<file path="config.mk">
export PLATFORM = sky130hd
export DESIGN_NAME = sfsm_track
export DESIGN_NICKNAME = d
export VERILOG_FILES = /design/src/hw/rtl/sfsm_pkg.sv /design/src/hw/rtl/sfsm_track.sv
export SDC_FILE = /design/constraint.sdc
export NUM_CORES = 1
export LEC_CHECK = 0
export ABC_AREA = 1
export BUFFER_PORTS_ARGS = -buffer_cell sky130_fd_sc_hd__buf_4
export CAP_MARGIN = 15
export CELL_PAD_IN_SITES_DETAIL_PLACEMENT = 1
export CELL_PAD_IN_SITES_GLOBAL_PLACEMENT = 1
export CORE_MARGIN = 1
export CORE_UTILIZATION = 37
export DETAILED_ROUTE_END_ITERATION = 10
export GPL_ROUTABILITY_DRIVEN = 0
export MAX_ROUTING_LAYER = met4
export PLACE_DENSITY_LB_ADDON = 0.1
export SYNTH_ARGS = -nofsm -noshare
export SYNTH_HDL_FRONTEND = slang
export SYNTH_SLANG_ARGS = --single-unit
</file>
<file path="constraint.sdc">
create_clock -name clk -period 2.8 [get_ports clk]
set_input_delay 0.14 -clock clk [delete_from_list [all_inputs] [get_ports clk]]
set_output_delay 0.14 -clock clk [all_outputs]
set_load 0.02 [all_outputs]
</file>
<file path="src/hw/rtl/sfsm_pkg.sv">
`timescale 1ns / 1ps
package sfsm_pkg;

	localparam int FRAME_LENGTH = 2048;
	localparam int CNT_W        = $clog2(FRAME_LENGTH);
	localparam int UPPER_START  = FRAME_LENGTH - FRAME_LENGTH / 2;
	localparam int PASS_LAST    = 21;

	localparam int DATA_W = 24;
	localparam int NUM_W  = 11;
	localparam int HIST   = 20;
	localparam int NCOEF  = 11;
	localparam int COEF_W = 16;
	localparam int PRE_W  = DATA_W + 1;
	localparam int PROD_W = 42;
	localparam int ACC_W  = 44;
	localparam int FRAC_W = 18;

	localparam logic signed [DATA_W-1:0] S24_MAX = 24'sh7FFFFF;
	localparam logic signed [DATA_W-1:0] S24_MIN = 24'sh800000;

	localparam logic [COEF_W-1:0] COEF [NCOEF] = '{
		16'd2, 16'd62, 16'd387, 16'd1395, 16'd3697, 16'd7859,
		16'd14025, 16'd21574, 16'd29070, 16'd34645, 16'd36712
	};

	typedef struct packed {
		logic signed [DATA_W-1:0] raw;
		logic [NUM_W-1:0]         num;
		logic                     pass;
		logic                     upper;
		logic                     last;
	} sb_t;

endpackage

</file>
<file path="src/hw/rtl/sfsm_track.sv">
`timescale 1ns / 1ps
module sfsm_track import sfsm_pkg::*; (
	input  logic                     clk,
	input  logic                     arst_n,
	input  logic                     acc_valid,
	output logic                     acc_ready,
	input  logic signed [ACC_W-1:0]  acc,
	input  sb_t                      acc_sb,
	output logic                     out_valid,
	input  logic                     out_ready,
	output logic signed [DATA_W-1:0] smoothed_value,
	output logic [NUM_W-1:0]         bin_number,
	output logic                     frame_done,
	output logic signed [DATA_W-1:0] upper_min,
	output logic signed [DATA_W-1:0] upper_max
);

	logic signed [DATA_W-1:0] min_q, max_q;
	logic signed [ACC_W-1:0]  shifted;
	logic signed [DATA_W-1:0] sat, y, new_min, new_max;
	logic                     en, load;

	assign en        = !out_valid || out_ready;
	assign acc_ready = en;
	assign load      = en && acc_valid;

	always_comb begin
		shifted = acc >>> FRAC_W;
		if (shifted > ACC_W'(S24_MAX))      sat = S24_MAX;
		else if (shifted < ACC_W'(S24_MIN)) sat = S24_MIN;
		else                                sat = shifted[DATA_W-1:0];
		y       = acc_sb.pass ? acc_sb.raw : sat;
		new_min = (acc_sb.upper && y < min_q) ? y : min_q;
		new_max = (acc_sb.upper && y > max_q) ? y : max_q;
	end

	always_ff @(posedge clk or negedge arst_n) begin
		if (!arst_n) begin
			out_valid <= 1'b0;
			min_q     <= S24_MAX;
			max_q     <= S24_MIN;
		end else begin
			if (en) out_valid <= acc_valid;
			if (load) begin
				min_q <= acc_sb.last ? S24_MAX : new_min;
				max_q <= acc_sb.last ? S24_MIN : new_max;
			end
		end
	end

	always_ff @(posedge clk) begin
		if (load) begin
			smoothed_value <= y;
			bin_number     <= acc_sb.num;
			frame_done     <= acc_sb.last;
			upper_min      <= acc_sb.last ? new_min : '0;
			upper_max      <= acc_sb.last ? new_max : '0;
		end
	end

	a_report_zero: assert property (@(posedge clk) disable iff (!arst_n)
		out_valid && !frame_done |-> upper_min == '0 && upper_max == '0)
		else $error("min/max reported off frame end");

	a_report_order: assert property (@(posedge clk) disable iff (!arst_n)
		out_valid && frame_done |-> upper_min <= upper_max)
		else $error("upper min above upper max");

	a_track_rearm: assert property (@(posedge clk) disable iff (!arst_n)
		load && acc_sb.last |=> min_q == S24_MAX && max_q == S24_MIN)
		else $error("trackers not rearmed after frame end");

endmodule

</file>
Word level (Yosys, flattened, before mapping)
Cells that the tools add are included.
- $lt $le $gt $ge: 4
- muxes and demuxes: 7
- reductions and logical operators: 5
- operator list (kind ; number):
    $mux W24 ; 7
    $gt A26 B24 Y1 const B ; 1
    $lt A26 B24 Y1 const B ; 1
    $gt A24 B24 Y1 ; 1
    $lt A24 B24 Y1 ; 1
    $logic_and A1 B1 Y1 ; 3
    $logic_not A1 Y1 ; 1
    $logic_or A1 B1 Y1 ; 1
- register bits: 133
- input port bits: 86
- output and inout bits: 86
- logic and storage cells: 24

Logic depth before layout (Yosys ltp)
Gate-level depths: netlist of run 1.
- depth in word-level cells: 8
- depth in mapped cells: 22
- gate-level depth less buffers: 20

Worst setup path before layout of run 1
No wires, ideal clock.
- path kind: reg2reg
- start: register out_valid
- end: register min_q[0]
- library setup time: 0.058 ns
- arrival time: 2.882 ns
- required time: 2.742 ns
- path slack: -0.140 ns
- cell stages (with the launch flop): 7
- period minus slack after synthesis: 2.940 ns
- cell sequence: dfrtp_1 -> nand2_1 -> nand2_1 -> inv_1 -> or2_2 -> nand2_1 -> inv_1
- cells in the longest elaborated chain, start to end: 3
- ends and longest elaborated chain (what ; RTL line ; RTL):
    start, declared ; sfsm_track.sv:9 ; output logic out_valid,
    start signal, assigned ; sfsm_track.sv:43 ; if (en) out_valid <= acc_valid;
    $logic_not A1 Y1 ; sfsm_track.sv:23 ; assign en = !out_valid || out_ready;
    $logic_or A1 B1 Y1 ; sfsm_track.sv:23 ;
    via acc_ready ; sfsm_track.sv:6 ; output logic acc_ready,
    $logic_and A1 B1 Y1 ; sfsm_track.sv:25 ; assign load = en && acc_valid;
    via load ; sfsm_track.sv:21 ; logic en, load;
    end signal, assigned ; sfsm_track.sv:45 ; min_q <= acc_sb.last ? S24_MAX : new_min;
    end, declared ; sfsm_track.sv:18 ; logic signed [DATA_W-1:0] min_q, max_q;
The timed path passes the listed nets, and every way through them passes these cells.
A chain may end at the register's enable or synchronous reset.

Final worst setup path of run 1
- start: input port acc[42]
- end: register upper_min[6], data pin
- cells in the longest elaborated chain, start to end: 7
- ends and longest elaborated chain (what ; RTL line ; RTL):
    start, declared ; sfsm_track.sv:7 ; input logic signed [ACC_W-1:0] acc,
    $lt A26 B24 Y1 ; sfsm_track.sv:30 ; else if (shifted < ACC_W'(S24_MIN)) sat = S24_MIN;
    $mux W24 ; sfsm_track.sv:30 ;
    $mux W24 (*) ; sfsm_track.sv:29 ; if (shifted > ACC_W'(S24_MAX)) sat = S24_MAX;
    $mux W24 (*) ; sfsm_track.sv:32 ; y = acc_sb.pass ? acc_sb.raw : sat;
    via y[16] ; sfsm_track.sv:20 ; logic signed [DATA_W-1:0] sat, y, new_min, new_max;
    $lt A24 B24 Y1 (*) ; sfsm_track.sv:33 ; new_min = (acc_sb.upper && y < min_q) ? y : min_q;
    $logic_and A1 B1 Y1 (*) ; sfsm_track.sv:33 ;
    $mux W24 (*) ; sfsm_track.sv:33 ;
    end signal, assigned ; sfsm_track.sv:56 ; upper_min <= acc_sb.last ? new_min : '0;
    end, declared ; sfsm_track.sv:14 ; output logic signed [DATA_W-1:0] upper_min,
Mark *: on every way through the listed nets, which the timed path passes. The rest lies on a longest branch.

==> results of run 1 <==
[worst min-delay path by stage]
stage	from	to	slack [ns]	cells past startpoint
finish	acc_sb[14]	smoothed_value[0]	0.12	3
CTS	acc_sb[14]	smoothed_value[0]	0.11	3
global route	acc_sb[14]	smoothed_value[0]	0.13	3
detailed placement	arst_n	max_q[16]	0.27	1
floorplan	arst_n	max_q[0]	-0.16	0
global placement	arst_n	max_q[16]	0.26	1
[power by group]
group | switching (mW) | internal, mW
Combinational | 1.80 | 1.21
Sequential | 0.162 | 2.53
Clock | 0.892 | 1.57
[sequential cells by signal, indices dropped and copies added (netlist names)]
signal,cells
frame_done,1
smoothed_value,24
upper_max,24
out_valid,1
bin_number,11
max_q,24
upper_min,24
min_q,24
[what timing repair did]
action                                  4_1_cts  5_1_grt
endpoints found under the setup margin       79       96
buffers inserted                              0       11
hold endpoints to repair                     38        0
cloned                                        0        2
gates resized for setup                       8       64
hold buffers                                 14        0
pin swaps                                     0       19
[cells by family after synthesis]
kind of cell,share of synthesized area
AO/OA/AOI/OAI,0.0635
adder cells (fa/ha/maj),0.0820
buffers and inverters,0.0719
flip-flops,0.527
AND/OR/NAND/NOR,0.256
[placed cells by master (no fill, tap or decap), drive strengths merged]
master / n
ha: 47
a21boi: 1
o21ai: 7
clkbuf: 19
bufinv: 5
clkinvlp: 2
nor3: 1
a21oi: 68
nor4b: 1
edfxtp: 84
nand3: 56
nand3b: 22
o221ai: 1
nand4: 27
dfstp: 24
dfrtp: 25
and3: 1
o211ai: 3
nor4: 2
or2: 1
o21a: 2
dlygate4sd3: 14
clkinv: 6
inv: 91
nand2: 232
nor2: 55
a211oi: 3
buf: 240
[layer usage]
layer  up-vias  track usage  wire [um]
met5         -            -          0
li1       3121            -          -
met4         0        0.117        789
met2       235        0.431      12200
met1      3255        0.318      10500
met3        48       0.0472       1350
[synthesized netlist by cell type]
master	instances
o21ai_2	1
o21ai_0	5
nor4b_4	1
dfrtp_1	25
nand2_1	209
nand3b_1	22
buf_2	6
nand3_4	2
o211ai_1	3
ha_1	47
clkbuf_1	23
nand3_2	1
nor4_1	1
a21oi_1	68
o21a_1	2
nor4_2	1
nor3_1	1
dfstp_2	24
o221ai_1	1
and3_1	1
or2_2	1
buf_4	2
buf_12	1
edfxtp_1	84
nand3_1	52
a211oi_1	3
o21ai_1	1
buf_8	1
nand2_2	23
inv_1	89
nor2_1	55
nand4_1	27
buf_1	3
a21boi_1	1
inv_2	1
[area by class of cell]
cell class / count / area share
flip-flops and latches: 133 / 0.365
clock buffers: 18 / 0.0415
clock inverters: 14 / 0.0199
repair buffers: 255 / 0.204
inverters: 90 / 0.0335
multi-input cells: 530 / 0.305
well taps: 260 / 0.0314
[metrics by stage]
step,setup TNS [ns],util,instance area [sq um]
finish,0,0.550,10400
global route,-0.487,0.550,10400
CTS,0,0.528,9950
detailed placement,-47.52,0.486,9150
global placement,-36.17,0.486,9150
floorplan,0,-,7180
[critical path, delay by kind of cell]
family / cells / cell delay [ns]
AND/OR/NAND/NOR: 8 / 1.28
buffers and inverters: 6 / 0.87
adder cells (fa/ha/maj): 1 / 0.28
AO/OA/AOI/OAI: 3 / 0.30
==> results.tsv, run 1 <==
metric	value	unit
final worst-path cycle share	0.977	
die width	141	um
Worst Setup EP	upper_min[6]	
Cell Pwr Density	789	nW/um^2
Clock transition at path regs	0.06	ns
Critical Path RT	2.95	ns
CP endpoint kind	flip-flop	
synthesized area per cell	9.10	sq um
CTS buffer count	17	
Critical Path AT	2.89	ns
f_max	366	MHz
Crit path largest cell delay	0.32	ns
CTS tree	done	
Initial Utilization	0.381	
FILL cells	2137	
port buffer count	153	
kind of critical path	input pin to flip-flop	
row count	50	
final setup fails	0	
drt pass-1 iters	5	
worst flop-to-flop path startpoint	min_q[22]	
hold_ws	0.119	ns
grt total ovfl	0	
Clock Skews	0.00924	ns
antenna violations before repair	0	
largest net degree at the start of global routing	50	
Overall Global Routing Usage	0.264	
Clock Tree Root	clkbuf_16	
deepest clock path buffer count	2	
total power	8.17	mW
die height	141	um
cell type with the largest total area after synthesis	edfxtp_1	
Synth area leaders	edfxtp_1 (35%), nand2_1 (11%), dfstp_2 (8.8%), dfrtp_1 (8.7%), ha_1 (8.2%)	
multi-input gate area in the final layout	3160	sq um
io pins	172	
final hold violations	0	
Slowest-stage cell, CP	nor4_4	
R2R Path End	upper_min[6]	
most used cell, CP	nand2_2	
Max rail drop VDD	0.506	mV
Yosys reg bits	133	
first-pass GRT wire length	38300	um
worst slew pin tran	0.767	ns
Via Count	6659	
routed length per placed instance	19.1	um
post-DP HPWL	17000	um
clock sinks	133	
syn_nets	921	
crit path from	acc[42]	
share of layout cells above drive strength 1	0.354	
r2r setup slk	0.11	ns
Max-Cap Viols	0	
vias in the first global route	7112	
Synth cell types	35	
clock latency on the worst-skew pair	0.43	ns
CP max FO	5	
drt drc	0	
fin. max-slew vios	0	
Layout Cells excl Fill	1300	
crit-path cells	buf_4 -> o21ai_4 -> inv_2 -> nor2_4 -> buf_6 -> buf_12 -> a21oi_4 -> buf_4 -> ha_1 -> nand2_2 -> nor4_4 -> nor4b_4 -> nand2_2 -> nand3_4 -> nand3_4 -> clkbuf_16 -> nand2_2 -> a21oi_1	
Leak	4.97	nW
Antenna Nets Post-Route	0	
Die Area	19900	sq um
H-tree levels	4	
Core ar.	18800	sq um
Period minus WS final	2.74	ns
total instance count after detailed placement	1241	
warnings from Yosys	0	
Synth top area share	0.352	
Mapped Cells	788	
Worst Setup Start Kind	input pin	
nets@finish	1160	
r2r worst-path depth	11	
PnR worst setup slack	0.0640	ns
Ant. Diodes	0	
Iter 0 DRT Violations	357	
pre-CTS setup slack	-0.610	ns
FF/Latch Area	3780	sq um
Area Overhead vs Synth	44.4	%
Hold Path Class	input pin to flip-flop	
final WL	24800	um
Post-Syn Area	7170	sq um
Seq/Total Area, Yosys	0.527	
number of vias per cell	5.12	
status	complete, no violations	
slew margin rel.	0.488	
(Power assumes the default switching activity.)
==> inputs of run 2 (changes only) <==
--- a/config.mk
+++ b/config.mk
@@ -15,7 +15,7 @@
 export DETAILED_ROUTE_END_ITERATION = 10
 export GPL_ROUTABILITY_DRIVEN = 0
 export MAX_ROUTING_LAYER = met4
-export PLACE_DENSITY_LB_ADDON = 0.1
+export PLACE_DENSITY = 0.75
 export SYNTH_ARGS = -nofsm -noshare
 export SYNTH_HDL_FRONTEND = slang
 export SYNTH_SLANG_ARGS = --single-unit
==> run 2 against run 1 <==
Compared with the run above: non-clock buffer count is 1 lower; via count decreased by 0.93%; hold slack lost 0.088 ns.
==> results.tsv, run 2 (same netlist as run 1, synthesis figures left out) <==
metric	value	unit
status	complete, no violations	
antenna violations before repair	0	
nets@finish	1158	
total instance count after detailed placement	1244	
Clock transition at path regs	0.05	ns
final worst-path cycle share	0.996	
deepest clock path buffer count	2	
Core ar.	18800	sq um
Crit path largest cell delay	0.27	ns
final setup fails	0	
drt drc	0	
Die Area	19900	sq um
vias in the first global route	6852	
Via Count	6597	
Slowest-stage cell, CP	ha_1	
io pins	172	
Hold Path Class	input pin to flip-flop	
Antenna Nets Post-Route	0	
Max rail drop VDD	0.473	mV
number of vias per cell	5.08	
Sequential Power Share	0.340	
clock latency on the worst-skew pair	0.43	ns
worst hold start	out_ready	
Area Overhead vs Synth	42.3	%
CTS buffer count	17	
CP max FO	7	
routed length per placed instance	18.8	um
Initial Utilization	0.381	
share of layout cells above drive strength 1	0.340	
Ant. Diodes	0	
Layout Cells excl Fill	1298	
hold path endpoint	out_valid	
Clock Skews	0.00618	ns
CTS tree	done	
r2r worst-path depth	12	
largest net degree at the start of global routing	56	
port buffer count	153	
commonest non-fill, non-tap cell in the layout	buf_4	
share of total power in the clock network	0.278	
P_int	5.14	mW
drt pass-1 iters	5	
r2r setup slk	0.03	ns
worst flop-to-flop path startpoint	min_q[19]	
fin. max-slew vios	0	
R2R Path End	upper_min[13]	
f_max	359	MHz
die width	141	um
worst slew pin tran	0.748	ns
grt total ovfl	0	
post-DP HPWL	16400	um
hold_ws	0.0316	ns
Critical Path RT	3.02	ns
multi-input gate area in the final layout	3090	sq um
clock sinks	133	
Net Sw Power	2.77	mW
slew margin rel.	0.501	
CP endpoint kind	flip-flop	
most frequent cells in the layout	buf_4 (223), nand2_1 (206), inv_1 (86)	
row count	50	
crit-path cells	buf_4 -> o21ai_4 -> inv_2 -> nor2_4 -> buf_12 -> buf_4 -> a21oi_1 -> buf_4 -> ha_1 -> nand2_1 -> nor4_4 -> nor4b_4 -> nand2_2 -> nand2_2 -> nand2_4 -> nand3_4 -> buf_12 -> nand2_2 -> a21oi_1	
kind of critical path	input pin to flip-flop	
Worst Setup Start Kind	input pin	
RSZ-0062 raised after global routing	yes	
H-tree levels	4	
FF/Latch Area	3780	sq um
first-pass GRT wire length	36800	um
final WL	24400	um
worst hold path depth	4	
fin area	10200	sq um
Period minus WS final	2.79	ns
FILL cells	2186	
Leak	4.92	nW
Overall Global Routing Usage	0.253	
Critical Path AT	3.01	ns
Cell Pwr Density	775	nW/um^2
Switching Share	0.351	
Max-Cap Viols	0	
die height	141	um
power share of the combinational group	0.382	
Iter 0 DRT Violations	283	
DP Area	9160	sq um
Clock Tree Root	clkbuf_16	
final hold violations	0	
-- run 2: cell types whose count changed in the layout (fill, tap and decap cells not counted), moves of 3 or more --
cell,change
clkbuf_8,+3
bufinv_16,-3
a21oi_1,+4
nand2_1,+3
clkbuf_1,+6
buf_6,-3
-- run 2: repair_timing --
item / CTS / global route
gates resized for setup: 8 / 43
buffers inserted: 0 / 6
hold endpoints to repair: 37 / 0
setup endpoints to repair: 96 / 96
gates cloned: 0 / 3
pin swaps: 0 / 7
hold buffers: 13 / 0
-- run 2: per-stage QoR --
step,power (mW),setup slack [ns],TNS (ns),utilization
2_1_floorplan,4.34,0.0330,0,-
3_3_place_gp,5.36,-0.666,-48.64,0.487
3_5_place_dp,5.47,-0.675,-49.79,0.487
4_1_cts,7.76,0.00151,0,0.526
5_1_grt,8.35,-0.0240,-0.195,0.542
6_report,7.91,0.0109,0,0.542
-- run 2: per-layer routing --
metal	vias to the layer above	global-route usage	wire (um)
met3	38	0.0448	1190
li1	3108	-	-
met5	-	-	0
met2	192	0.413	12100
met4	0	0.108	695
met1	3259	0.309	10400
-- run 2: power by group through the flow --
stage                     clock network [mW]  registers, mW  logic, mW
final                                   2.20           2.69       3.02
after global routing                    2.33           2.72       3.30
after CTS                               2.25           2.69       2.82
after detailed placement                   0           2.72       2.75
after global placement                     0           2.71       2.65
after floorplan                            0           2.86       1.48
-- run 2: worst max-delay path by stage --
| stage | start | end |
|---|---|---|
| floorplan | acc[42] | upper_min[23] |
| global placement | acc[43] | upper_max[4] |
| detailed placement | acc[43] | upper_max[2] |
| CTS | acc[42] | upper_max[2] |
| global route | acc[41] | upper_max[17] |
| finish | acc[42] | upper_min[13] |
-- run 2: area by class of cell --
type / count / area share
flip-flops and latches: 133 / 0.370
multi-input cells: 529 / 0.302
repair buffers: 254 / 0.206
clock buffers: 27 / 0.0483
inverters: 90 / 0.0335
well taps: 260 / 0.0319
clock inverters: 5 / 0.00736
-- run 2: worst max-delay path, delay by kind of cell --
| family | cells | cell delay [ns] |
|---|---|---|
| buffers and inverters | 6 | 0.79 |
| AOI/OAI and AO/OA | 3 | 0.53 |
| adders and majority gates | 1 | 0.27 |
| and+or+nand+nor | 9 | 1.25 |
==> inputs of run 3 (changes only) <==
--- a/config.mk
+++ b/config.mk
@@ -16,6 +16,7 @@
 export GPL_ROUTABILITY_DRIVEN = 0
 export MAX_ROUTING_LAYER = met4
 export PLACE_DENSITY = 0.75
+export SLEW_MARGIN = 10
 export SYNTH_ARGS = -nofsm -noshare
 export SYNTH_HDL_FRONTEND = slang
 export SYNTH_SLANG_ARGS = --single-unit
==> constraint.sdc (replaced) <==
create_clock -name clk -period 2.5 [get_ports clk]
set_input_delay 0.125 -clock clk [delete_from_list [all_inputs] [get_ports clk]]
set_output_delay 0.125 -clock clk [all_outputs]
set_load 0.02 [all_outputs]
==> run 3 against run 2 <==
Compared with the run above: the flow now finishes with violations (negative setup slack); register-to-register slack worse by 0.47 ns; cell area up 11%; via count up 11%; first-iteration DRC count up 44%; combinational power up 50%; total power up 27%; sequential cell count unchanged; critical path depth up 4; non-clock buffer count up 42; critical endpoint is now upper_max[18].
==> results.tsv, run 3 (same netlist as run 1, synthesis figures left out) <==
metric	value	unit
Leak	5.25	nW
Die Area	19900	sq um
Antenna Nets Post-Route	0	
slew margin rel.	0.497	
Worst Setup Start Kind	input pin	
status	finished, violations left	
post-DP HPWL	16300	um
total power	10.1	mW
CP endpoint kind	flip-flop	
RSZ-0062 raised after global routing	yes	
vias in the first global route	7807	
Max-Cap Viols	0	
crit-path cells	buf_4 -> inv_4 -> o21ai_4 -> inv_2 -> nor2_4 -> buf_12 -> buf_4 -> a21oi_4 -> ha_1 -> a21oi_1 -> o21ai_1 -> nand2_1 -> o211ai_1 -> a211oi_4 -> nand2_2 -> nand2_2 -> buf_4 -> nand2_2 -> inv_4 -> buf_12 -> nand3b_1 -> nand2_2 -> nor2_1	
fin. max-slew vios	0	
number of vias per cell	5.45	
Iter 0 DRT Violations	407	
Initial Utilization	0.381	
port buffer count	153	
Clock Skews	0.0139	ns
io pins	172	
Core ar.	18800	sq um
Overall Global Routing Usage	0.298	
Cell Pwr Density	886	nW/um^2
CP max FO	8	
Clock transition at path regs	0.06	ns
H-tree levels	4	
clock latency on the worst-skew pair	0.44	ns
share of layout cells above drive strength 1	0.459	
CTS buffer count	17	
final setup fails	96	
f_max	340	MHz
die height	141	um
hold_ws	0.156	ns
row count	50	
Clock Tree Root	clkbuf_16	
first-pass GRT wire length	42700	um
antenna violations before repair	0	
Hold Path Class	input pin to flip-flop	
drt drc	0	
fin util	0.603	
worst slew pin tran	0.754	ns
Area Overhead vs Synth	58.3	%
Critical Path RT	2.65	ns
Ant. Diodes	0	
commonest non-fill, non-tap cell in the layout	buf_4	
nets@finish	1200	
clock sinks	133	
multi-input gate area in the final layout	3730	sq um
Crit path largest cell delay	0.35	ns
deepest clock path buffer count	2	
most frequent cells in the layout	buf_4 (243), nand2_1 (158), edfxtp_1 (84)	
CTS tree	done	
Critical Path AT	3.09	ns
Period minus WS final	2.94	ns
drt pass-1 iters	5	
largest net degree at the start of global routing	50	
violations in the final reports	negative setup slack	
FILL cells	2057	
final worst-path cycle share	1.18	
pre-CTS setup slack	-0.559	ns
kind of critical path	input pin to flip-flop	
grt total ovfl	0	
most used cell, CP	nand2_2	
Via Count	7298	
final WL	30300	um
Max rail drop VDD	0.558	mV
die width	141	um
final hold violations	0	
FF/Latch Area	3780	sq um
PnR worst setup slack	-0.441	ns
routed length per placed instance	22.6	um
Slowest-stage cell, CP	a211oi_4	
[run 3: cell count changes in the layout (fill, tap and decap cells not counted), sizes merged]
cell / previous run / this run
buf: 239 / 281
clkbuf: 29 / 18
inv: 89 / 94
clkinv: 3 / 7
clkinvlp: 1 / 3
bufinv: 2 / 1
dlygate4sd3: 13 / 14
[run 3: path summary, 6_finish.rpt]
kind | startpoint | endpoint | slack, ns | depth (start not counted)
worst max register to register | max_q[11] | upper_max[18] | -0.44 | 16
worst min register to register | max_q[1] | max_q[1] | 0.49 | 2
worst min-delay path | acc_sb[14] | smoothed_value[0] | 0.16 | 4
max in group asynchronous | arst_n | out_valid | 1.67 | 2
worst max-delay path | acc[43] | upper_max[18] | -0.44 | 23
min in group asynchronous | arst_n | max_q[6] | 0.28 | 2
[run 3: metal layers]
layer	track usage	up-vias	share of wire
met4	0.154	0	0.054
met2	0.528	313	0.52
met5	-	-	0
met1	0.316	3650	0.38
li1	-	3205	-
met3	0.0567	130	0.047
[run 3: where the power goes]
group	internal, mW	switching (mW)	total (mW)
Clock	1.39	1.10	2.49
Combinational	1.88	2.63	4.52
Sequential	2.84	0.220	3.06
Total	6.11	3.95	10.1
[run 3: what timing repair did]
item                                    4_1_cts  5_1_grt
endpoints found under the setup margin       75       96
hold buffers                                 13        1
pin swaps                                    46       36
resized for setup                           151       43
gates cloned                                  3        1
buffers inserted                             25       14
endpoints found under the hold margin        38        1
[run 3: area by class of cell]
cell class              count  area share
clock inverters            15      0.0129
well taps                 260      0.0287
flip-flops and latches    133       0.333
repair buffers            296       0.229
clock buffers              17      0.0375
inverters                  90      0.0305
multi-input cells         529       0.328
[run 3: through the flow]
step,std cells,setup TNS (ns),area (sq um)
after CTS,1328,-4.71,11100
after global routing,1340,-30.90,11400
final,1340,-22.41,11400
after detailed placement,1257,-43.94,9450
after global placement,1257,-40.41,9450
after floorplan,788,-0.198,7290
[run 3: critical path, delay by kind of cell]
kind	cells	cell delay (ns)
buf+inv	8	0.88
simple gates	8	0.74
compound gates	6	1.10
fa+ha+maj	1	0.27
